### src/sv/ising_wolff_cluster_update_unit_assert.svh
// ----------------------------------------------------------------------------
// Assertion macros for the Wolff cluster update unit
// Clocked implication checks with asynchronous reset masking.
// ----------------------------------------------------------------------------
`ifndef ISING_WOLFF_CLUSTER_UPDATE_UNIT_ASSERT_SVH
`define ISING_WOLFF_CLUSTER_UPDATE_UNIT_ASSERT_SVH

// same-cycle implication
`define IWCU_ASSERT_IMP(lbl, ck, rn, ante, cons, msg) \
	lbl: assert property (@(posedge ck) disable iff (!rn) (ante) |-> (cons)) \
		else $error(msg);

// next-cycle implication
`define IWCU_ASSERT_NXT(lbl, ck, rn, ante, cons, msg) \
	lbl: assert property (@(posedge ck) disable iff (!rn) (ante) |=> (cons)) \
		else $error(msg);

`endif

### src/sv/iwcu_ram.sv
// ----------------------------------------------------------------------------
// iwcu_ram
// Generic simple dual-port RAM: one write port, one registered read port.
// ----------------------------------------------------------------------------
module iwcu_ram #(
	parameter int WIDTH = 1,
	parameter int DEPTH = 1024,
	localparam int AW   = $clog2(DEPTH)
) (
	input  logic             clk,
	input  logic             we,
	input  logic [AW-1:0]    waddr,
	input  logic [WIDTH-1:0] wdata,
	input  logic [AW-1:0]    raddr,
	output logic [WIDTH-1:0] rdata
);

	logic [WIDTH-1:0] mem_q [DEPTH];

	// write port
	always_ff @(posedge clk) begin
		if (we) begin
			mem_q[waddr] <= wdata;
		end
	end

	// registered read port
	always_ff @(posedge clk) begin
		rdata <= mem_q[raddr];
	end

endmodule

### config.mk
export PLATFORM = sky130hd
export DESIGN_NAME = iwcu_ram
export DESIGN_NICKNAME = d
export VERILOG_FILES = /design/src/sv/ising_wolff_cluster_update_unit_assert.svh /design/src/sv/iwcu_ram.sv
export SDC_FILE = /design/constraint.sdc
export NUM_CORES = 1
export LEC_CHECK = 0
export ABC_AREA = 1
export BUFFER_PORTS_ARGS = -buffer_cell sky130_fd_sc_hd__buf_2
export CAP_MARGIN = 0
export CORE_MARGIN = 10
export CORE_UTILIZATION = 47
export CTS_CLUSTER_DIAMETER = 30
export DETAILED_ROUTE_END_ITERATION = 8
export SKIP_CTS_REPAIR_TIMING = 1
export SYNTH_ARGS = -nofsm -noshare
export SYNTH_HDL_FRONTEND = slang
export SYNTH_SLANG_ARGS = --single-unit
### constraint.sdc
create_clock -name clk -period 2 [get_ports clk]
set_input_delay 0.3 -clock clk [delete_from_list [all_inputs] [get_ports clk]]
set_output_delay 0.3 -clock clk [all_outputs]
set_load 0.1 [all_outputs]
* After elaboration in Yosys (flattened, before gate mapping)
Memory sizes are Yosys's and may differ from the RTL's. A register that Yosys moved wholly into a read port is not among the register bits.
Cells that the tools add are included.
** Storage, ports and cells
- Bits in registers :: 0
- Bits in latches :: 0
- Memory bits (writable) :: 1024
- ROM bits :: 0
- Bits of input ports :: 23
- Logic and storage cells :: 3
- Memories kept :: 1
** Memory list
- mem_q :: words 1024, width 1, rd ports 1, clocked after memory_dff 1, wr ports 1, line iwcu_ram.sv:18 : logic [WIDTH-1:0] mem_q [DEPTH];
** Cells by class
- Add/sub/neg operators :: 0
- $mul :: 0
- Divide/modulo/power cells :: 0
- Order comparisons :: 0
- Equal/unequal tests :: 0
- Shifts and indexed selects :: 0
- Mux-type cells :: 2
- Bitwise gates (word level) :: 0
- Reduce and logical (&&, ||, !) cells :: 0
** Operator list (count)
- 1-bit 2-to-1 mux :: 2

* Longest topological paths before layout
- Word-level depth :: 2
- Mapped depth :: 16

* Least setup slack after synthesis
No wires, ideal clock.
- Kind :: input-to-reg
- Start point :: input we
- End point :: memory mem_q[800] (enable)
- Setup time :: 300 ps
- Data arrival time :: 1452 ps
- Data required time :: 1700 ps
- Path slack :: 248 ps
- Cell stages on the path :: 5
- Buffers on the path :: 3
- Cell sequence :: clkbuf_1 buf_1 nand3_1 clkbuf_1 nor2_1
** On the way
- Word-level cells in the longest chain between the ends :: 2
** RTL lines
- start: declaration :: line iwcu_ram.sv:11 : input logic we,
- 1-bit 2-to-1 mux :: line iwcu_ram.sv:22 : if (we) begin
- 1-bit 2-to-1 mux (not written as such) :: line iwcu_ram.sv:23 : mem_q[waddr] <= wdata;
- end: declaration :: line iwcu_ram.sv:18
Every way passes these cells.

==> summary.md <==
| Metric | Value |
|---|---|
| Result of the run | `completed` |
| Kind of launch point of the worst setup path | `register` |
| Leakage power of the design | `19.9 nW` |
| Post-DRT Antenna Nets | `0` |
| Total instance count after detailed placement | `5904` |
| Worst vdd rail ir drop | `0.000740 V` |
| Worst Path Required | `2.63 ns` |
| Setup repair after global routing missed its margin | `no` |
| Internal Power | `0.0471 W` |
| Reg power frac | `0.393` |
| Crit path max fanout | `1` |
| Number of max-capacitance violations reported | `0` |
| Number of vias after detailed routing | `36100` |
| Most common library cell in the layout ignoring fill and taps | `sky130_fd_sc_hd__nand2_1` |
| Initial antenna violation count | `6` |
| Total CTS buffers | `202` |
| Yosys reg bits | `1025` |
| Type of the worst setup path | `reg2reg` |
| I/O pin count | `24` |
| TritonCTS clock tree | `done` |
| Overflow after GRT | `0` |
| Count of unresolved DRC violations after routing | `0` |
| Layout cells sized above 1 | `0.137` |
| Proportion of power drawn by the clock network | `0.550` |
| Wire length of the first global-routing pass | `220000 µm` |
| Min Hold Slack | `0.0487 ns` |
| Core region area | `98100 µm²` |
| Routability congestion estimate | `0.885` |
| Slowest cell on the critical path | `sky130_fd_sc_hd__edfxtp_1` |
| Routed wire length | `147000 µm` |
| Port Buffers | `23` |
| Count of TritonRoute iterations in the first routing pass | `6` |
| Part of the total power dissipated in combinational logic | `0.057` |
| Number of clock sinks seen by CTS | `1025` |
| Share of the core filled with cells | `0.581` |
| Total power divided by cell area | `1060 nW/µm²` |
| Path type of the worst min-delay path | `in2reg` |
| Most frequent cells in the layout | `1080 x sky130_fd_sc_hd__nand2_1, 1042 x sky130_fd_sc_hd__nor2_1, 1024 x sky130_fd_sc_hd__edfxtp_1, 1018 x sky130_fd_sc_hd__nand3_1, 205 x sky130_fd_sc_hd__clkbuf_16` |
| Startpoint of the most critical register-to-register path | `mem_q[1017]` |
| Hold path start | `raddr[7]` |
| HPWL after detailed placement | `83500 µm` |
| Total number of yosys warnings | `0` |
| Syn Nets | `4702` |
| Crit. Startpoint | `mem_q[1017]` |
| Die W | `334 µm` |
| Row Count | `115` |
| Clk root buf | `sky130_fd_sc_hd__clkbuf_16` |
| Crit-path cells | `nand2_1, nand3_1, nand3_1, nand3_1, nand3_1, nand3_1, nand3_1, nand2_1, nand2_1, nand3_1, nand3_1, nand2_1` |
| Post-route clock skew | `0.0192 ns` |
| Crit path time final | `1.91 ns` |
| Clk_lat worst skew | `0.77 ns` |
| Dpl ws | `-0.423 ns` |
| Final critical-path setup slack | `0.0873 ns` |
| Least-Margin Pin Slew | `0.636 ns` |
| Clock transition at the registers of the reported paths | `0.05 ns` |
| Max incr delay on CP | `0.38 ns` |
| Highest clock rate | `523 MHz` |
| Share of the clock period used by the worst path | `0.956` |
| Pin count of the biggest net entering global routing | `117` |
| Post-synthesis sequential area ratio | `0.663` |
| Most numerous cell on the critical path | `sky130_fd_sc_hd__nand3_1` |
| Initial DRC count | `4401` |
| Wire length per cell after detailed routing | `23.4 µm` |
| Switching share of power | `0.220` |
| Post-Synthesis Mean Instance Area | `9.91 µm²` |
| Fillcell total | `8326` |
| Deepest level of the CTS H-tree | `4` |
| Data arrival at the endpoint of the critical path | `2.55 ns` |
| Via count of the first global-routing pass | `34600` |
| Die height | `334 µm` |
| Layout-stage area growth over the synthesis result | `22.9%` |
| Routed via count divided by cell count | `5.74` |
| Number of nets in the final layout | `4847` |
| Number of instances in the synthesized netlist | `4679` |
| Final hold viol count | `0` |
| Count of pins over their slew limit | `0` |
| Non-filler instance count after layout | `6283` |
| Total cell area at the placement stage | `50300 µm²` |
| Multi-input gate area | `13400 µm²` |
| Power spent charging and discharging nets | `0.0132 W` |
| Starting density of the core | `0.473` |
| Sort of element at the end of the critical path | `register` |
| Maximum root-to-sink buffer count | `3` |
| Combined flip-flop and latch cell area | `30800 µm²` |
| Cell area after synthesis | `46400 µm²` |
| Final setup fails | `0` |
| Number of distinct library cells after synthesis | `17` |
| Max-slew headroom at the worst pin | `0.576` |
| Design area | `57000 µm²` |
| Global Route Usage Sum | `0.260` |
| Total Die Area | `112000 µm²` |
-- final cells by class --
class                      count  area share
sequential                  1025       0.540
multi-input combinational   3196       0.235
clock buffer                 239      0.0922
timing repair buffer         353      0.0755
tap                         1287      0.0282
clock inverter               133      0.0258
inverter                      46     0.00355
antenna                        4    0.000176
-- synthesized netlist by cell type --
library cell	number	area [µm²]
sky130_fd_sc_hd__buf_1	35	131
sky130_fd_sc_hd__buf_2	123	616
sky130_fd_sc_hd__buf_4	7	52.6
sky130_fd_sc_hd__buf_6	50	563
sky130_fd_sc_hd__buf_8	1	15.0
sky130_fd_sc_hd__clkbuf_1	196	736
sky130_fd_sc_hd__dfxtp_1	1	20.0
sky130_fd_sc_hd__edfxtp_1	1024	30700
sky130_fd_sc_hd__inv_1	42	158
sky130_fd_sc_hd__inv_2	3	11.3
sky130_fd_sc_hd__inv_6	1	8.76
sky130_fd_sc_hd__nand2_1	1102	4140
sky130_fd_sc_hd__nand3_1	1021	5110
sky130_fd_sc_hd__nand4_1	7	43.8
sky130_fd_sc_hd__nor2_1	1042	3910
sky130_fd_sc_hd__nor3_1	22	110
sky130_fd_sc_hd__nor3_2	2	20.0
-- through the flow --
step | TNS (ns) | total power, W
2_1_floorplan | 0 | 0.0258
3_3_place_gp | -0.396 | 0.0274
3_5_place_dp | -0.423 | 0.0275
4_1_cts | 0 | 0.0605
5_1_grt | 0 | 0.0620
6_report | 0 | 0.0603
-- worst paths after layout --
path / end / slack, ns / cells past startpoint
worst min register to register: rdata / 1.13 / 12
worst min-delay path: rdata / 0.05 / 5
worst max register to register: rdata / 0.09 / 12
worst max-delay path: rdata / 0.09 / 12
-- per-layer routing --
layer | wire length (µm) | track usage
met2 | 70100 | 0.427
met4 | 5320 | 0.103
met3 | 14200 | 0.0525
met1 | 57600 | 0.338
met5 | 35 | 0
-- worst max-delay path: cells and delay by family, from the launching register on --
kind,cells,cell delay (ns)
simple gates,12,1.38
flops,1,0.38
-- power groups by stage --
stage / Combinational, W / Sequential (W) / Clock, W
after floorplan: 0.00167 / 0.0241 / 0
after global placement: 0.00335 / 0.0241 / 0
after detailed placement: 0.00337 / 0.0241 / 0
after CTS: 0.00338 / 0.0237 / 0.0334
after global routing: 0.00367 / 0.0237 / 0.0346
final: 0.00343 / 0.0237 / 0.0332
-- state kept, by name, indices dropped and copies added (netlist names) --
name and flops:
mem_q 1024, rdata 1
-- kinds of logic after synthesis --
kind of cell,share of synthesized area
buffers and inverters,0.0494
flip-flops,0.663
AND/OR/NAND/NOR,0.287
Power figures use the tool's default switching activity.
