`config.mk`:
```
export PLATFORM = sky130hd
export DESIGN_NAME = iwcu_nbr
export DESIGN_NICKNAME = d
export VERILOG_FILES = /design/src/sv/ising_wolff_cluster_update_unit_assert.svh /design/src/sv/iwcu_pkg.sv /design/src/sv/iwcu_nbr.sv
export SDC_FILE = /design/constraint.sdc
export NUM_CORES = 1
export LEC_CHECK = 0
export BUFFER_PORTS_ARGS = -buffer_cell sky130_fd_sc_hd__buf_2
export CAP_MARGIN = 25
export CORE_AREA = 2 2 39 41
export DETAILED_ROUTE_END_ITERATION = 8
export DIE_AREA = 0 0 41 43
export PLACE_DENSITY = 0.79
export SYNTH_ARGS = -nofsm -noshare
export SYNTH_HDL_FRONTEND = slang
export SYNTH_SLANG_ARGS = --single-unit
```
`constraint.sdc`:
```
create_clock -name vclk -period 2.07
set_input_delay 0.207 -clock vclk [all_inputs]
set_output_delay 0.207 -clock vclk [all_outputs]
set_load 0.01 [all_outputs]
```
`src/sv/ising_wolff_cluster_update_unit_assert.svh`:
```
// ----------------------------------------------------------------------------
// Assertion macros for the Wolff cluster update unit
// Clocked implication checks with asynchronous reset masking.
// ----------------------------------------------------------------------------
`ifndef ISING_WOLFF_CLUSTER_UPDATE_UNIT_ASSERT_SVH
`define ISING_WOLFF_CLUSTER_UPDATE_UNIT_ASSERT_SVH

// same-cycle implication
`define IWCU_ASSERT_IMP(lbl, ck, rn, ante, cons, msg) \
	lbl: assert property (@(posedge ck) disable iff (!rn) (ante) |-> (cons)) \
		else $error(msg);

// next-cycle implication
`define IWCU_ASSERT_NXT(lbl, ck, rn, ante, cons, msg) \
	lbl: assert property (@(posedge ck) disable iff (!rn) (ante) |=> (cons)) \
		else $error(msg);

`endif

```
`src/sv/iwcu_pkg.sv`:
```
// ----------------------------------------------------------------------------
// iwcu_pkg
// Field widths, codes and shared types of the Wolff cluster update unit.
// ----------------------------------------------------------------------------
package iwcu_pkg;

	// transaction field widths
	localparam int KIND_W     = 1;
	localparam int SITE_W     = 10;
	localparam int SIZE_W     = 11;
	localparam int MAG_W      = 11;

	// configuration port
	localparam int PROB_W     = 16;
	localparam int SEED_W     = 32;
	localparam int CFG_IDX_W  = 1;
	localparam int CFG_DATA_W = 32;

	localparam logic [CFG_IDX_W-1:0] REG_ADD_PROB = 1'd0;
	localparam logic [CFG_IDX_W-1:0] REG_RNG_SEED = 1'd1;

	localparam logic [PROB_W-1:0] PROB_RST = 16'h8000;
	localparam logic [SEED_W-1:0] RNG_RST  = 32'd1;

	// item kinds
	localparam logic [KIND_W-1:0] KIND_CLUSTER = 1'b0;

	// neighbour directions, visited in this order
	localparam int DIR_W = 2;
	localparam logic [DIR_W-1:0] DIR_UP    = 2'd0;
	localparam logic [DIR_W-1:0] DIR_DOWN  = 2'd1;
	localparam logic [DIR_W-1:0] DIR_LEFT  = 2'd2;
	localparam logic [DIR_W-1:0] DIR_RIGHT = 2'd3;

	// control of the random generator
	typedef struct packed {
		logic              load;
		logic              step;
		logic [SEED_W-1:0] seed;
	} rng_ctrl_t;

endpackage

```
`src/sv/iwcu_nbr.sv`:
```
// ----------------------------------------------------------------------------
// iwcu_nbr
// Periodic neighbour unit: wraps row/column and forms the lattice address.
// ----------------------------------------------------------------------------
module iwcu_nbr #(
	parameter int SIDE = 32,
	localparam int RW  = $clog2(SIDE),
	localparam int AW  = $clog2(SIDE * SIDE)
) (
	input  logic [RW-1:0]                row,
	input  logic [RW-1:0]                col,
	input  logic [iwcu_pkg::DIR_W-1:0]   dir,
	output logic [RW-1:0]                nb_row,
	output logic [RW-1:0]                nb_col,
	output logic [AW-1:0]                nb_addr
);

	localparam logic [RW-1:0] LAST = RW'(SIDE - 1);

	// one step in the chosen direction, wrapping at the edges
	always_comb begin
		nb_row = row;
		nb_col = col;
		case (dir)
			iwcu_pkg::DIR_UP: begin
				nb_row = (row == '0) ? LAST : row - RW'(1);
			end
			iwcu_pkg::DIR_DOWN: begin
				nb_row = (row == LAST) ? '0 : row + RW'(1);
			end
			iwcu_pkg::DIR_LEFT: begin
				nb_col = (col == '0) ? LAST : col - RW'(1);
			end
			iwcu_pkg::DIR_RIGHT: begin
				nb_col = (col == LAST) ? '0 : col + RW'(1);
			end
			default: begin
				nb_row = row;
				nb_col = col;
			end
		endcase
	end

	// row-major address, multiply by a constant
	assign nb_addr = AW'(AW'(nb_row) * AW'(SIDE)) + AW'(nb_col);

endmodule

```
After elaboration in Yosys (flattened, before gate mapping) --
Cells that the tools add are included.
Storage, ports and cells: output and inout bits 20, register bits 0, bits of input ports 12, word-level logic and storage cells 19
Operators by class: multiplexer cells 6, reduce and logical (&&, ||, !) cells 3, eq/ne operators 5, add/sub/neg operators 5
Operators by type and width (number):
- $mux 5 | 4
- $pmux 5 s2 | 2
- $add 10x5->10 | 1
- $add 5x1->5 const B | 2
- $eq 5x5->1 const B | 2
- $logic_not 5->1 | 2
- $sub 5x1->5 const B | 2
- $eq 2x2->1 const B | 2
- $eq 2x1->1 const B | 1
- $logic_not 2->1 | 1

Longest topological paths before layout --
depth in word-level cells 4, mapped depth 8

Least setup slack after synthesis --
No wires, ideal clock.
path type input port to output port, start point input row[0], end point output nb_row[3], stages on the path 7, data arrival time 1.652 ns, setup slack 0.211 ns, cells stage by stage ha_1 and3_1 ha_1 nand2b_1 or4_1 nand3_1 buf_4
Between the ends: cells in the longest elaborated chain, start to end 3
Ends and longest elaborated chain:
- start, declared | line iwcu_nbr.sv:10 | input logic [RW-1:0] row,
- $add 5x1->5, or another cell as far along | line iwcu_nbr.sv:29 | nb_row = (row == LAST) ? '0 : row + RW'(1);
- $mux 5, on equally long branches | line iwcu_nbr.sv:29, iwcu_nbr.sv:26
- $pmux 5 s2 * | line iwcu_nbr.sv:24 | case (dir)
- end, declared | line iwcu_nbr.sv:13 | output logic [RW-1:0] nb_row,
Mark *: on every way between the ends. The rest lies on a longest branch, timed or not.

Worst setup path after layout --
start point input row[1], end point output nb_addr[8]
Between the ends: cells in the longest elaborated chain, start to end 4
Ends and longest elaborated chain:
- $add 5x1->5, or another cell as far along | line iwcu_nbr.sv:29
- $mux 5, on equally long branches | line iwcu_nbr.sv:29, iwcu_nbr.sv:26
- $pmux 5 s2 * | line iwcu_nbr.sv:24
- $add 10x5->10 * | line iwcu_nbr.sv:45 | assign nb_addr = AW'(AW'(nb_row) * AW'(SIDE)) + AW'(nb_col);
- end, declared | line iwcu_nbr.sv:15 | output logic [AW-1:0] nb_addr
Marked as above.

==> results.txt <==
----------------------------------------------------
[Timing]
  Unrepaired setup endpoints after global routing ... no
  Shortest period the worst path allows ... roughly 1900 ps
  Setup-failing EPs final ... 0
  Slew at the pin with the worst max-slew slack ... around 310 ps
  Setup tns final ... 0 ps
  Fmax ... slightly above 500 MHz
  Max-slew headroom at the worst pin ... 78.5%
  Final Hold Slack ... about 800 ps
  Number of pins with negative max-slew slack in the final report ... 0
  Ratio of final minimum period to clock period ... between 90% and 100%
  Number of hold violations in the final report ... 0

[Placement]
  Detailed placer's ending HPWL ... around 1000 um
  Final GP Congestion ... 0.785
  Port Buffer Count ... 32

[Setup path]
  CP arrival ... between 1500 and 2000 ps
  Worst-path maximum fanout ... 6
  Critical path required time ... roughly 1900 ps
  Setup crit start kind ... primary input
  Type of destination of the critical path ... output pin
  Crit path kind ... primary input to output pin

[Power and ir drop]
  PwrDens ... 234 nW/um^2
  Reported leakage power ... 0.356 nW
  Worst vdd ir ... ~0.00013 V
  Total power consumption of the routed design ... about 160 uW

[Synthesis]
  Cell count after synthesis ... ~90
  Yosys warning total ... 0
  Yosys top cell area share ... about an eighth
  Synth unique cells ... 27
  Seq/Total Area, Yosys ... 0%
  Yosys top cell by area ... buf_4
  Top cells by instance count after synthesis ... 10 x buf_4, 10 x inv_1, 10 x o21ai_0
  Netlist Area Pre-Place ... 581 um^2
  Largest cells by area after synthesis ... buf_4 13%, ha_1 13%, o21ai_0 8.6%
  Mean cell area of the mapped netlist ... ~6.4 um^2
  Net count of the mapped netlist ... between 100 and 150

[Die]
  Rows ... 14
  Die footprint ... approximately 1800 um^2
  Vert. Die Dim ... approximately 43 um
  Width of the die ... about 41 um
  Core Area ... 1380 um^2
  Number of ports placed on the die boundary ... 32
  Initial core utilization ... between 40% and 50%

[Cells and area]
  Final core utilization ... between 40% and 50%
  Area Growth Syn to Fin ... 17.5%
  Storage element area ... 0 um^2
  Count of antenna diodes in the layout ... 0
  Layout clock buffers ... 0
  Post-layout net count ... 130
  Seq Cell Count ... 0
  FILL cells ... 142
  Share of layout cells above drive strength 1 ... between 30% and 40%

[GRT]
  Remaining Overflow, GRT ... 0
  Vias in the first global route ... about 470
  Overall fraction of global-route tracks in use ... about 15%
  Pin count of the biggest net entering global routing ... 25
  First-pass GRT wire length ... between 2000 and 2500 um
  Initial antenna violation count ... 0

[Drt]
  Residual antenna-violating net count after detailed routing ... 0
  Routed via count divided by cell count ... around 5.3
  Average wire length per cell after detail routing ... 10.2 um
  Total wire length ... ~1300 um
  TritonRoute pass-1 iters ... 4
  Routed vias ... roughly 670
  Detailed router's first-iteration violation count ... 11
  DRC violations left ... 0

[Hold path]
  Worst hold path type ... primary input to output pin

[Outcome]
  Run status ... finished, final reports clean

[Flow run]
  Reported max-cap violation count ... 0

----------------------------------------------------
per-stage QoR:
stage          cells  cell area (um^2)  worst slack (ps)
2_1_floorplan     91               581               211
3_3_place_gp     126               674               115
3_5_place_dp     126               674              75.3
4_1_cts          126               674              75.2
5_1_grt          126               682              15.5
6_report         126               682               125
power breakdown:
group,switching (mW),internal [mW],leakage [nW]
clock network,0,0,0
registers,0,0,0
logic,0.0904,0.0690,0.356
critical path, cell delays in order:
cell and delay, ps:
buf_2 130, ha_1 210, and3_1 150, ha_1 190, nand2b_4 150, or4_1 460, nand3_1 100, buf_2 130
repair_timing:
| action | in CTS | in global routing |
|---|---|---|
| setup buffers | 0 | 0 |
| hold buffers | 0 | 0 |
| resized for setup | 0 | 1 |
| endpoints found under the setup margin | 0 | 2 |
placed cells by master (no fill, tap or decap), types with 2 or more instances in the layout:
master     n
mux2i_1    3
o21ai_0   10
o221ai_1   2
nor4b_1    3
a21oi_1    2
inv_1     10
and3_1     3
or4_1      2
a22o_1     2
nor2_1     5
nand3_1    5
o22ai_1    4
nand2_1    7
buf_2     32
ha_1       6
nor2b_1    3
logic make-up after synthesis:
family          count (synthesis)  synth area share [%]
fa+ha+maj                       6                  12.9
buf+inv                        24                  22.6
simple gates                   34                  32.5
xor+xnor                        2                  3.02
compound gates                 22                  23.7
mux                             3                  5.17
path summary, 6_finish.rpt:
path / to / slack [ps] / cells past startpoint / startpoint
setup / recovery: nb_addr[8] / 130 / 8 / row[1]
hold / removal: nb_addr[6] / 820 / 4 / row[1]
layout make-up:
| class | count | area, um^2 | share of cell area [%] |
|---|---|---|---|
| inverters | 10 | 37.5 | 5.50 |
| multi-input cells | 67 | 457 | 67.0 |
| well taps | 16 | 20.0 | 2.94 |
| repair buffers | 33 | 168 | 24.6 |
layer usage:
| metal | share of wire, % | vias to the layer above | global-route usage (%) |
|---|---|---|---|
| li1 | - | 357 | - |
| met1 | 47 | 285 | 24.4 |
| met2 | 47 | 24 | 21.9 |
| met3 | 6.0 | 0 | 0 |
| met4 | 0 | 0 | 2.67 |
| met5 | 0 | - | 0 |
Power figures use the tool's default switching activity.
