==> src/sv/ising_wolff_cluster_update_unit_assert.svh <==
// ----------------------------------------------------------------------------
// Assertion macros for the Wolff cluster update unit
// Clocked implication checks with asynchronous reset masking.
// ----------------------------------------------------------------------------
`ifndef ISING_WOLFF_CLUSTER_UPDATE_UNIT_ASSERT_SVH
`define ISING_WOLFF_CLUSTER_UPDATE_UNIT_ASSERT_SVH

// same-cycle implication
`define IWCU_ASSERT_IMP(lbl, ck, rn, ante, cons, msg) \
	lbl: assert property (@(posedge ck) disable iff (!rn) (ante) |-> (cons)) \
		else $error(msg);

// next-cycle implication
`define IWCU_ASSERT_NXT(lbl, ck, rn, ante, cons, msg) \
	lbl: assert property (@(posedge ck) disable iff (!rn) (ante) |=> (cons)) \
		else $error(msg);

`endif

==> src/sv/iwcu_pkg.sv <==
// ----------------------------------------------------------------------------
// iwcu_pkg
// Field widths, codes and shared types of the Wolff cluster update unit.
// ----------------------------------------------------------------------------
package iwcu_pkg;

	// transaction field widths
	localparam int KIND_W     = 1;
	localparam int SITE_W     = 10;
	localparam int SIZE_W     = 11;
	localparam int MAG_W      = 11;

	// configuration port
	localparam int PROB_W     = 16;
	localparam int SEED_W     = 32;
	localparam int CFG_IDX_W  = 1;
	localparam int CFG_DATA_W = 32;

	localparam logic [CFG_IDX_W-1:0] REG_ADD_PROB = 1'd0;
	localparam logic [CFG_IDX_W-1:0] REG_RNG_SEED = 1'd1;

	localparam logic [PROB_W-1:0] PROB_RST = 16'h8000;
	localparam logic [SEED_W-1:0] RNG_RST  = 32'd1;

	// item kinds
	localparam logic [KIND_W-1:0] KIND_CLUSTER = 1'b0;

	// neighbour directions, visited in this order
	localparam int DIR_W = 2;
	localparam logic [DIR_W-1:0] DIR_UP    = 2'd0;
	localparam logic [DIR_W-1:0] DIR_DOWN  = 2'd1;
	localparam logic [DIR_W-1:0] DIR_LEFT  = 2'd2;
	localparam logic [DIR_W-1:0] DIR_RIGHT = 2'd3;

	// control of the random generator
	typedef struct packed {
		logic              load;
		logic              step;
		logic [SEED_W-1:0] seed;
	} rng_ctrl_t;

endpackage

==> src/sv/iwcu_rng.sv <==
// ----------------------------------------------------------------------------
// iwcu_rng
// xorshift32 generator (13, 17, 5) with bond-probability compare.
// ----------------------------------------------------------------------------
module iwcu_rng (
	input  logic                          clk,
	input  logic                          arst_n,
	input  iwcu_pkg::rng_ctrl_t           ctrl,
	input  logic [iwcu_pkg::PROB_W-1:0]   prob,
	output logic                          hit
);

	logic [iwcu_pkg::SEED_W-1:0] state_q;
	logic [iwcu_pkg::SEED_W-1:0] x1;
	logic [iwcu_pkg::SEED_W-1:0] x2;
	logic [iwcu_pkg::SEED_W-1:0] nxt;

	// next state and draw, upper half of the new state
	always_comb begin
		x1  = state_q ^ (state_q << 13);
		x2  = x1 ^ (x1 >> 17);
		nxt = x2 ^ (x2 << 5);
		hit = nxt[iwcu_pkg::SEED_W-1:iwcu_pkg::SEED_W-iwcu_pkg::PROB_W] < prob;
	end

	// seed load wins over a draw; a zero seed becomes one
	always_ff @(posedge clk or negedge arst_n) begin
		if (!arst_n) begin
			state_q <= iwcu_pkg::RNG_RST;
		end else if (ctrl.load) begin
			state_q <= (ctrl.seed == '0) ? iwcu_pkg::RNG_RST : ctrl.seed;
		end else if (ctrl.step) begin
			state_q <= nxt;
		end
	end

endmodule

==> config.mk <==
export PLATFORM = sky130hd
export DESIGN_NAME = iwcu_rng
export DESIGN_NICKNAME = d
export VERILOG_FILES = /design/src/sv/ising_wolff_cluster_update_unit_assert.svh /design/src/sv/iwcu_pkg.sv /design/src/sv/iwcu_rng.sv
export SDC_FILE = /design/constraint.sdc
export NUM_CORES = 1
export LEC_CHECK = 0
export ABC_AREA = 1
export BUFFER_PORTS_ARGS = -buffer_cell sky130_fd_sc_hd__buf_2
export CORE_MARGIN = 1.5
export CORE_UTILIZATION = 57
export CTS_BUF_LIST = sky130_fd_sc_hd__clkbuf_2
export CTS_CLUSTER_SIZE = 40
export DETAILED_ROUTE_END_ITERATION = 8
export PLACE_DENSITY = 0.89
export SLEW_MARGIN = 20
export SYNTH_ARGS = -nofsm -noshare
export SYNTH_HDL_FRONTEND = slang
export SYNTH_SLANG_ARGS = --single-unit
==> constraint.sdc <==
create_clock -name clk -period 2.8 [get_ports clk]
set_input_delay 0.42 -clock clk [delete_from_list [all_inputs] [get_ports clk]]
set_output_delay 0.42 -clock clk [all_outputs]
set_load 0.005 [all_outputs]
After elaboration in Yosys (flattened, before gate mapping):

Index checks and enable logic that the tools add are counted.

* $lt $le $gt $ge: 1
* multiplexer cells: 3
* bitwise gates (word level): 3
* reduce and logical (&&, ||, !) cells: 2

Operator list (number)
* $mux W32: 3
* $xor A32 B32 Y32: 2
* $logic_not A32 Y1: 1
* $xor A32 B15 Y32: 1
* $lt A16 B16 Y1: 1
* $reduce_bool A2 Y1: 1

* flip-flop bits (word level): 32
* input bits: 52
* output and inout port bits: 1
* logic and storage cells: 10

Longest topological paths before layout:

Gate-level depths: netlist of the first run.

* depth after elaboration: 5
* depth in mapped cells: 13
* depth with buffers taken out: 13

Worst setup path before layout of the first run:

No wires, ideal clock.

* kind: reg2out
* start: register state_q[16] (netlist bit)
* end: output port hit
* arrival time: 1794 ps
* data required time: 2380 ps
* path slack: 586 ps
* cell stages (with the launch flop): 13
* path through: dfrtp_1 > xnor2_1 > xor2_1 > xor2_1 > inv_2 > ha_1 > nand2_1 > nand2_1 > nand2_1 > nand2_1 > nand2_1 > nand2_1 > a21oi_1

* cells in the longest elaborated chain, start to end: 4

Ends and longest elaborated chain
* start, declared: RTL line iwcu_rng.sv:13 `logic [iwcu_pkg::SEED_W-1:0] state_q;`
* start signal, assigned: RTL line iwcu_rng.sv:29 `state_q <= iwcu_pkg::RNG_RST;`
* start signal, assigned: RTL line iwcu_rng.sv:31 `state_q <= (ctrl.seed == '0) ? iwcu_pkg::RNG_RST : ctrl.seed;`
* start signal, assigned: RTL line iwcu_rng.sv:33 `state_q <= nxt;`
* $xor A32 B32 Y32: RTL line iwcu_rng.sv:20 `x1 = state_q ^ (state_q << 13);`
* $xor A32 B15 Y32: RTL line iwcu_rng.sv:21 `x2 = x1 ^ (x1 >> 17);`
* $xor A32 B32 Y32: RTL line iwcu_rng.sv:22 `nxt = x2 ^ (x2 << 5);`
* $lt A16 B16 Y1: RTL line iwcu_rng.sv:23 `hit = nxt[iwcu_pkg::SEED_W-1:iwcu_pkg::SEED_W-iwcu_pkg::PROB_W] < prob;`
* end, declared: RTL line iwcu_rng.sv:10 `output logic hit`

Every way passes these cells.

Worst setup path in the final report of the first run:

* start: register state_q[0] (netlist bit)
* end: output port hit

The elaborated chain is that of the path after synthesis.

==> flow_summary.ini, run 1 <==
[grt]
grt_util_met3 = 0.0756
grt_use_met1 = 0.413
grt_pass1_vias = 2482
grt_usage = 0.326
grt-busiest-layer = met2
grt_max_degree = 33
antenna_found_initial = 0
grt_overflow = 0
use_met2 = 0.535
grt_pass1_wl_microns = 12100

[clock_tree]
cts.reportedPaths.clkPinSlew_ns = 0.20
cts.sinks = 32
cts.htree.levels = 2
clk_path_buf_depth = 2
insertion_delay_ns = 0.42
clockRootBuffer = clkbuf_2
cts_hold_buffers = 0
tritoncts = done
cts_inserted_buffers = 5

[critical_path]
worstSetupPathType = reg2out
reg2reg_depth = 9
slowest_delay_ns = 0.60
crit_chain = xnor2_2 -> xnor2_2 -> xnor2_2 -> inv_1 -> ha_1 -> nand2_1 -> inv_1 -> nand2_1 -> nand2_1 -> nand2_1 -> nand2_2 -> a21oi_2 -> buf_2
crit_fanout = 3
cp-end-kind = primary output
cp-start-kind = flop
worstPathArrival_ns = 2.59
crit_top_cell = nand2_1
r2r_slack_ns = 0.96
r2r-end = state_q[10]
slowest_stage = dfstp_2
worstPathRequired_ns = 2.38
r2r_start = state_q[14]

[synth]
syn_inst = 317
ys_ff_latch = 32
synth_area_per_cell_sq_um = 7.98
netlist_area_sq_um = 2530
syn-num-nets = 384
ys_types = 31
yosysWarnings = 0
synth_seq_area_share = 0.317

[final_layout]
multi_input_area_sq_um = 1730
largest_reg_flops = 32
final_cell_mix = buf_2, nor2_1, inv_1
num_antenna_cells = 0
syn_to_final_growth_pct = 29.2
finalNonFillerCells = 447
n_fill_cell = 284
largestRegisters = state_q (32)
layout.nets = 461
seqCellArea_sq_um = 813
finalInstanceArea_sq_um = 3270
top_register = state_q
final_common_cell = buf_2
drive_above_1_share = 0.357

[place]
port_buffers = 52
place_inst = 416
post-dp-hpwl_microns = 5370
placed_cell_area_sq_um = 2850
place.gp.congestion = 0.935
post-place-ws_ns = 0.248

[route]
detail_route.wl_per_cell_microns = 19.2
num_vias = 2712
ant_nets = 0
wirelength_microns = 8590
via_per_inst = 6.07
first_pass_iters = 6
drtIter0Drc = 525
remaining_drc_errors = 0

[job]
max-cap-violations = 0

[timing]
slew_viol_final = 0
grt_setup_unrepaired = true
maxSlewHeadroom = 0.507
finalClockSkew_ns = 0.0284
hold_viol = 0
finalCriticalPeriod_ns = 3.01
setup_slack_ns = -0.208
fmax_mhz = 332
fin_hold_ws_ns = 0.0288
min_period_over_period = 1.07
worst-slew-pin-transition_ns = 0.740
setup_violations = 1

[floorplanning]
dieArea_sq_um = 4850
start_util = 0.585
io_pins = 53
die_h_microns = 69.6
core_sq_um = 4320
std_cell_rows = 24
dieWidth_microns = 69.6

[status]
outcome = finished with violations
violations = setup timing

[worst_hold_path]
hold_class = in2async
worst max-delay path: cells and delay by family (launching register included):
kind	cells	cell delay (ns)
DFF	1	0.60
xor gates and xnor gates	3	0.57
and+or+nand+nor	5	0.34
adders and majority gates	1	0.28
buffers and inverters	3	0.25
AOI/OAI and AO/OA	1	0.13
cell usage after synthesis:
library cell  number  area [sq um]
nand4_1            2          12.5
ha_1              15           188
o221ai_1           2          17.5
o21ai_1           14          70.1
xor2_1            18           158
xnor2_1           18           158
a221oi_1           2          17.5
buf_4              1          7.51
buf_1              1          3.75
a211oi_1           4          30.0
dfstp_2            1          26.3
a21oi_1           31           155
inv_2              6          22.5
a22oi_1            2          15.0
nand3_1            6          30.0
a22oi_2            1          12.5
inv_1             36           135
nor2_1            42           158
or2_1              3          18.8
o22ai_1           12          75.1
a211oi_2           1          12.5
a21o_1             2          15.0
dfrtp_1           31           776
nor4_1             6          37.5
nor3_1             1          5.00
nand2_1           38           143
xor2_2             7           114
o21ai_0            2          10.0
xnor2_2            5          81.3
buf_2              1          5.00
clkbuf_1           6          22.5
logic make-up after synthesis:
kind of cell / synth area share
AO/OA/AOI/OAI: 0.170
XOR/XNOR: 0.202
adder cells (fa/ha/maj): 0.0741
buffers and inverters: 0.0776
flip-flops: 0.317
AND/OR/NAND/NOR: 0.160
how the worst max path moves through the flow:
stage	endpoint	start	cells past startpoint	slack [ns]
floorplan	hit	state_q[16]	12	0.59
finish	hit	state_q[0]	13	-0.21
global route	hit	state_q[17]	13	-0.29
global placement	hit	state_q[16]	13	0.26
CTS	hit	state_q[21]	11	-0.05
detailed placement	hit	state_q[16]	13	0.25
per-layer routing:
layer / vias up / wire length [microns] / share of wire
li1: 1194 / - / -
met1: 1268 / 3230 / 0.38
met2: 203 / 4020 / 0.47
met3: 47 / 898 / 0.10
met4: 0 / 439 / 0.051
met5: - / 0 / 0
per-stage QoR:
stage / TNS (ns) / utilization
global route: -0.295 / 0.756
finish: -0.208 / 0.756
detailed placement: 0 / 0.659
floorplan: 0 / -
CTS: -0.0478 / 0.712
global placement: 0 / 0.659
timing repair:
| item | in CTS | in global routing |
|---|---|---|
| cloned | 0 | 0 |
| pin swaps | 11 | 16 |
| setup endpoints to repair | 1 | 1 |
| resized for setup | 16 | 22 |
| setup buffers | 14 | 9 |
cell type report:
| cell class | count | area share |
|---|---|---|
| Inverter | 42 | 0.0482 |
| Clock inverter | 1 | 0.00115 |
| Tap cell | 52 | 0.0199 |
| Sequential cell | 32 | 0.249 |
| Timing Repair Buffer | 79 | 0.142 |
| Clock buffer | 7 | 0.0107 |
| Multi-Input combinational cell | 234 | 0.530 |
Power of run 1 is not shown: default switching activity piles up to over one toggle a cycle in this logic, so the estimate is an artifact.
==> inputs of run 2 (changes only) <==
--- a/config.mk
+++ b/config.mk
@@ -12,6 +12,7 @@
 export CTS_BUF_LIST = sky130_fd_sc_hd__clkbuf_2
 export CTS_CLUSTER_SIZE = 40
 export DETAILED_ROUTE_END_ITERATION = 8
+export MAX_ROUTING_LAYER = met4
 export PLACE_DENSITY = 0.89
 export SLEW_MARGIN = 20
 export SYNTH_ARGS = -nofsm -noshare
==> flow_summary.ini, run 2 (synthesized netlist as in run 1, its figures left out) <==
[final_layout]
top_register = state_q
layout.nets = 452
finalInstanceArea_sq_um = 3260
n_fill_cell = 278
final_cell_mix = buf_2, nor2_1, inv_1
drive_above_1_share = 0.332
multi_input_area_sq_um = 1770
largest_reg_flops = 32
final_core_util = 0.755
syn_to_final_growth_pct = 28.9
num_antenna_cells = 0
final_common_cell = buf_2
seqCellArea_sq_um = 811
largestRegisters = state_q (32)

[route]
num_vias = 2737
via_per_inst = 6.25
first_pass_iters = 6
drtIter0Drc = 350
wirelength_microns = 8740
remaining_drc_errors = 0
ant_nets = 0
detail_route.wl_per_cell_microns = 20.0

[clock_tree]
cts.reportedPaths.clkPinSlew_ns = 0.22
insertion_delay_ns = 0.43
tritoncts = done
cts.sinks = 32
cts_inserted_buffers = 5
cts_hold_buffers = 0
cts.htree.levels = 2
clockRootBuffer = clkbuf_2
clk_path_buf_depth = 2

[grt]
grt_max_degree = 33
antenna_found_initial = 0
grt_pass1_vias = 2659
grt_pass1_wl_microns = 13100
grt_usage = 0.357
grt_overflow = 0

[timing]
fmax_mhz = 331
setup_slack_ns = -0.218
min_period_over_period = 1.08
finalClockSkew_ns = 0.0484
grt_setup_unrepaired = true
maxSlewHeadroom = 0.493
slew_viol_final = 0
setup_violations = 1
fin_tns_setup_ns = -0.218
finalCriticalPeriod_ns = 3.02
worst-slew-pin-transition_ns = 0.760
hold_viol = 0

[job]
max-cap-violations = 0

[critical_path]
r2r_slack_ns = 0.96
worstPathRequired_ns = 2.38
crit_start = state_q[13]
crit_fanout = 3
crit_top_cell = nand2_1
cp-start-kind = flop
slowest_stage = dfrtp_1
cp-end-kind = primary output
path_buf_inv = 3
crit_chain = xnor2_1 -> xnor2_2 -> xnor2_1 -> inv_1 -> ha_1 -> nand2_1 -> inv_1 -> nand2_1 -> nand2_1 -> nand2_1 -> nand2_1 -> a21oi_2 -> buf_2
cp.depth = 13
worstSetupPathType = reg2out
worstPathArrival_ns = 2.60
r2r-end = state_q[8]
cp_top_family = XOR/XNOR gates
reg2reg_depth = 7
slowest_delay_ns = 0.46
r2r_start = state_q[12]

[floorplanning]
dieArea_sq_um = 4850
dieWidth_microns = 69.6
start_util = 0.585
io_pins = 53
die_h_microns = 69.6
std_cell_rows = 24
core_sq_um = 4320

[status]
violations = setup timing
outcome = finished with violations

[worst_hold_path]
hold_class = in2async

[place]
place.gp.congestion = 0.974
placed_cell_area_sq_um = 2860
post-dp-hpwl_microns = 5450
port_buffers = 52
## run 2: worst max-delay path by stage
stage               end  slack, ns
global placement    hit       0.17
global route        hit      -0.26
finish              hit      -0.22
floorplan           hit       0.59
CTS                 hit      -0.09
detailed placement  hit       0.14
## run 2: area by class of cell
type | count | share of cell area
inverter | 42 | 0.0483
timing repair buffer | 70 | 0.121
sequential | 32 | 0.248
multi-input combinational | 234 | 0.543
tap | 52 | 0.0199
clock buffer | 5 | 0.00767
clock inverter | 3 | 0.0115
## run 2: timing repair
action / CTS / global route
setup endpoints to repair: 1 / 1
buffers inserted: 9 / 4
hold endpoints to repair: 0 / 0
pin swaps: 14 / 11
resized for setup: 20 / 17
## run 2: stage by stage
step,std cells,hold slack [ns],setup WS [ns]
after floorplan,317,0.124,0.586
final,438,0.0306,-0.218
after detailed placement,417,0.529,0.141
after CTS,434,0.0651,-0.0885
after global routing,438,0.0919,-0.259
after global placement,417,0.521,0.171
## run 2: routing by layer
layer,GRT usage,share of wire,wire [microns]
met2,0.573,0.46,4060
met3,0.0843,0.11,943
met1,0.431,0.37,3190
met5,-,0,0
met4,0.158,0.062,539
Power of run 2 is left out for the same reason.
==> inputs of run 3 (changes only) <==
--- a/config.mk
+++ b/config.mk
@@ -14,6 +14,7 @@
 export DETAILED_ROUTE_END_ITERATION = 8
 export MAX_ROUTING_LAYER = met4
 export PLACE_DENSITY = 0.89
+export RECOVER_POWER = 50
 export SLEW_MARGIN = 20
 export SYNTH_ARGS = -nofsm -noshare
 export SYNTH_HDL_FRONTEND = slang
==> flow_summary.ini, run 3 (synthesized netlist as in run 1, its figures left out) <==
[place]
place_inst = 417
place.gp.congestion = 0.974
post-dp-hpwl_microns = 5450
placed_cell_area_sq_um = 2860
port_buffers = 52

[timing]
setup_violations = 1
maxSlewHeadroom = -0.206
worst-slew-pin-transition_ns = 1.81
hold_viol = 0
grt_setup_unrepaired = true
finalClockSkew_ns = 0.0543
slew_viol_final = 33
fmax_mhz = 330
setup_slack_ns = -0.230
finalCriticalPeriod_ns = 3.03
fin_tns_setup_ns = -0.230
min_period_over_period = 1.08

[clock_tree]
cts.reportedPaths.clkPinSlew_ns = 0.23
insertion_delay_ns = 0.43
clk_path_buf_depth = 2
clockRootBuffer = clkbuf_2
cts.htree.levels = 2
cts_inserted_buffers = 5
cts.sinks = 32
tritoncts = done
cts_hold_buffers = 0

[route]
via_per_inst = 6.26
first_pass_iters = 5
drtIter0Drc = 350
num_vias = 2740
remaining_drc_errors = 0
ant_nets = 0
detail_route.wl_per_cell_microns = 19.9
wirelength_microns = 8720

[grt]
grt_pass1_wl_microns = 13100
antenna_found_initial = 0
grt_usage = 0.357
grt_overflow = 0
grt_max_degree = 33
grt_pass1_vias = 2659

[final_layout]
largestRegisters = state_q (32)
syn_to_final_growth_pct = 28.9
layout.nets = 452
finalNonFillerCells = 438
final_cell_mix = buf_2, nor2_1, inv_1
largest_reg_flops = 32
drive_above_1_share = 0.329
num_antenna_cells = 0
finalInstanceArea_sq_um = 3260
top_register = state_q
final_common_cell = buf_2

[critical_path]
worstPathRequired_ns = 2.38
crit_fanout = 2
cp-end-kind = primary output
worstSetupPathType = reg2out
crit_start = state_q[21]
r2r_start = state_q[12]
worstPathArrival_ns = 2.61
r2r_slack_ns = 0.97
cp-start-kind = flop

[floorplanning]
dieWidth_microns = 69.6
die_h_microns = 69.6
std_cell_rows = 24
dieArea_sq_um = 4850
core_sq_um = 4320
io_pins = 53
start_util = 0.585

[job]
max-cap-violations = 1

[worst_hold_path]
worstHoldStart = ctrl[28]
hold_class = in2reg

[status]
outcome = finished with violations
violations = capacitance limit, slew limit, setup timing
[run 3: changes by cell type in the layout (fill, tap and decap cells not counted), sizes merged]
| cell | delta |
|---|---|
| buf | -1 |
| clkbuf | +1 |
[run 3: critical path, cell delays in order, from the launching register on]
cell and delay [ns]:
dfrtp_1 0.48, xnor2_2 0.17, buf_4 0.15, xor2_2 0.18, ha_1 0.32, a21oi_1 0.20
nor2_1 0.08, a211oi_1 0.20, nand2_1 0.11, a21oi_2 0.16, buf_2 0.13
[run 3: final timing paths]
path,to,cells after the start
max,hit,10
min,state_q[28],3
max reg2reg,state_q[8],7
min reg2reg,state_q[11],2
max in group asynchronous,state_q[14],1
min in group asynchronous,state_q[16],1
[run 3: final cells by class]
| class | count | area (sq um) |
|---|---|---|
| flip-flops and latches | 32 | 811 |
| repair buffers | 70 | 394 |
| well taps | 52 | 65.1 |
| multi-input cells | 234 | 1770 |
| clock buffers | 5 | 25.0 |
| inverters | 42 | 158 |
| clock inverters | 3 | 37.5 |
| fillers | 279 | 1060 |
[run 3: repair_timing]
item	in CTS	in global routing
resized for setup	20	17
gates cloned	0	0
buffers inserted	9	4
setup endpoints to repair	1	1
pin swaps	14	11
[run 3: through the flow]
| stage | utilization | hold slack (ns) | worst slack, ns |
|---|---|---|---|
| floorplan | - | 0.124 | 0.586 |
| global placement | 0.660 | 0.521 | 0.171 |
| detailed placement | 0.660 | 0.529 | 0.141 |
| CTS | 0.723 | 0.0651 | -0.0885 |
| global route | 0.754 | 0.255 | -0.259 |
| finish | 0.754 | 0.231 | -0.230 |
[run 3: per-layer routing]
| metal | vias to the layer above | global-route usage | part of all wire |
|---|---|---|---|
| met2 | 218 | 0.573 | 0.46 |
| met3 | 71 | 0.0843 | 0.11 |
| met5 | - | - | 0 |
| met1 | 1277 | 0.431 | 0.36 |
| met4 | 0 | 0.158 | 0.067 |
| li1 | 1174 | - | - |
Power of run 3 is left out for the same reason.
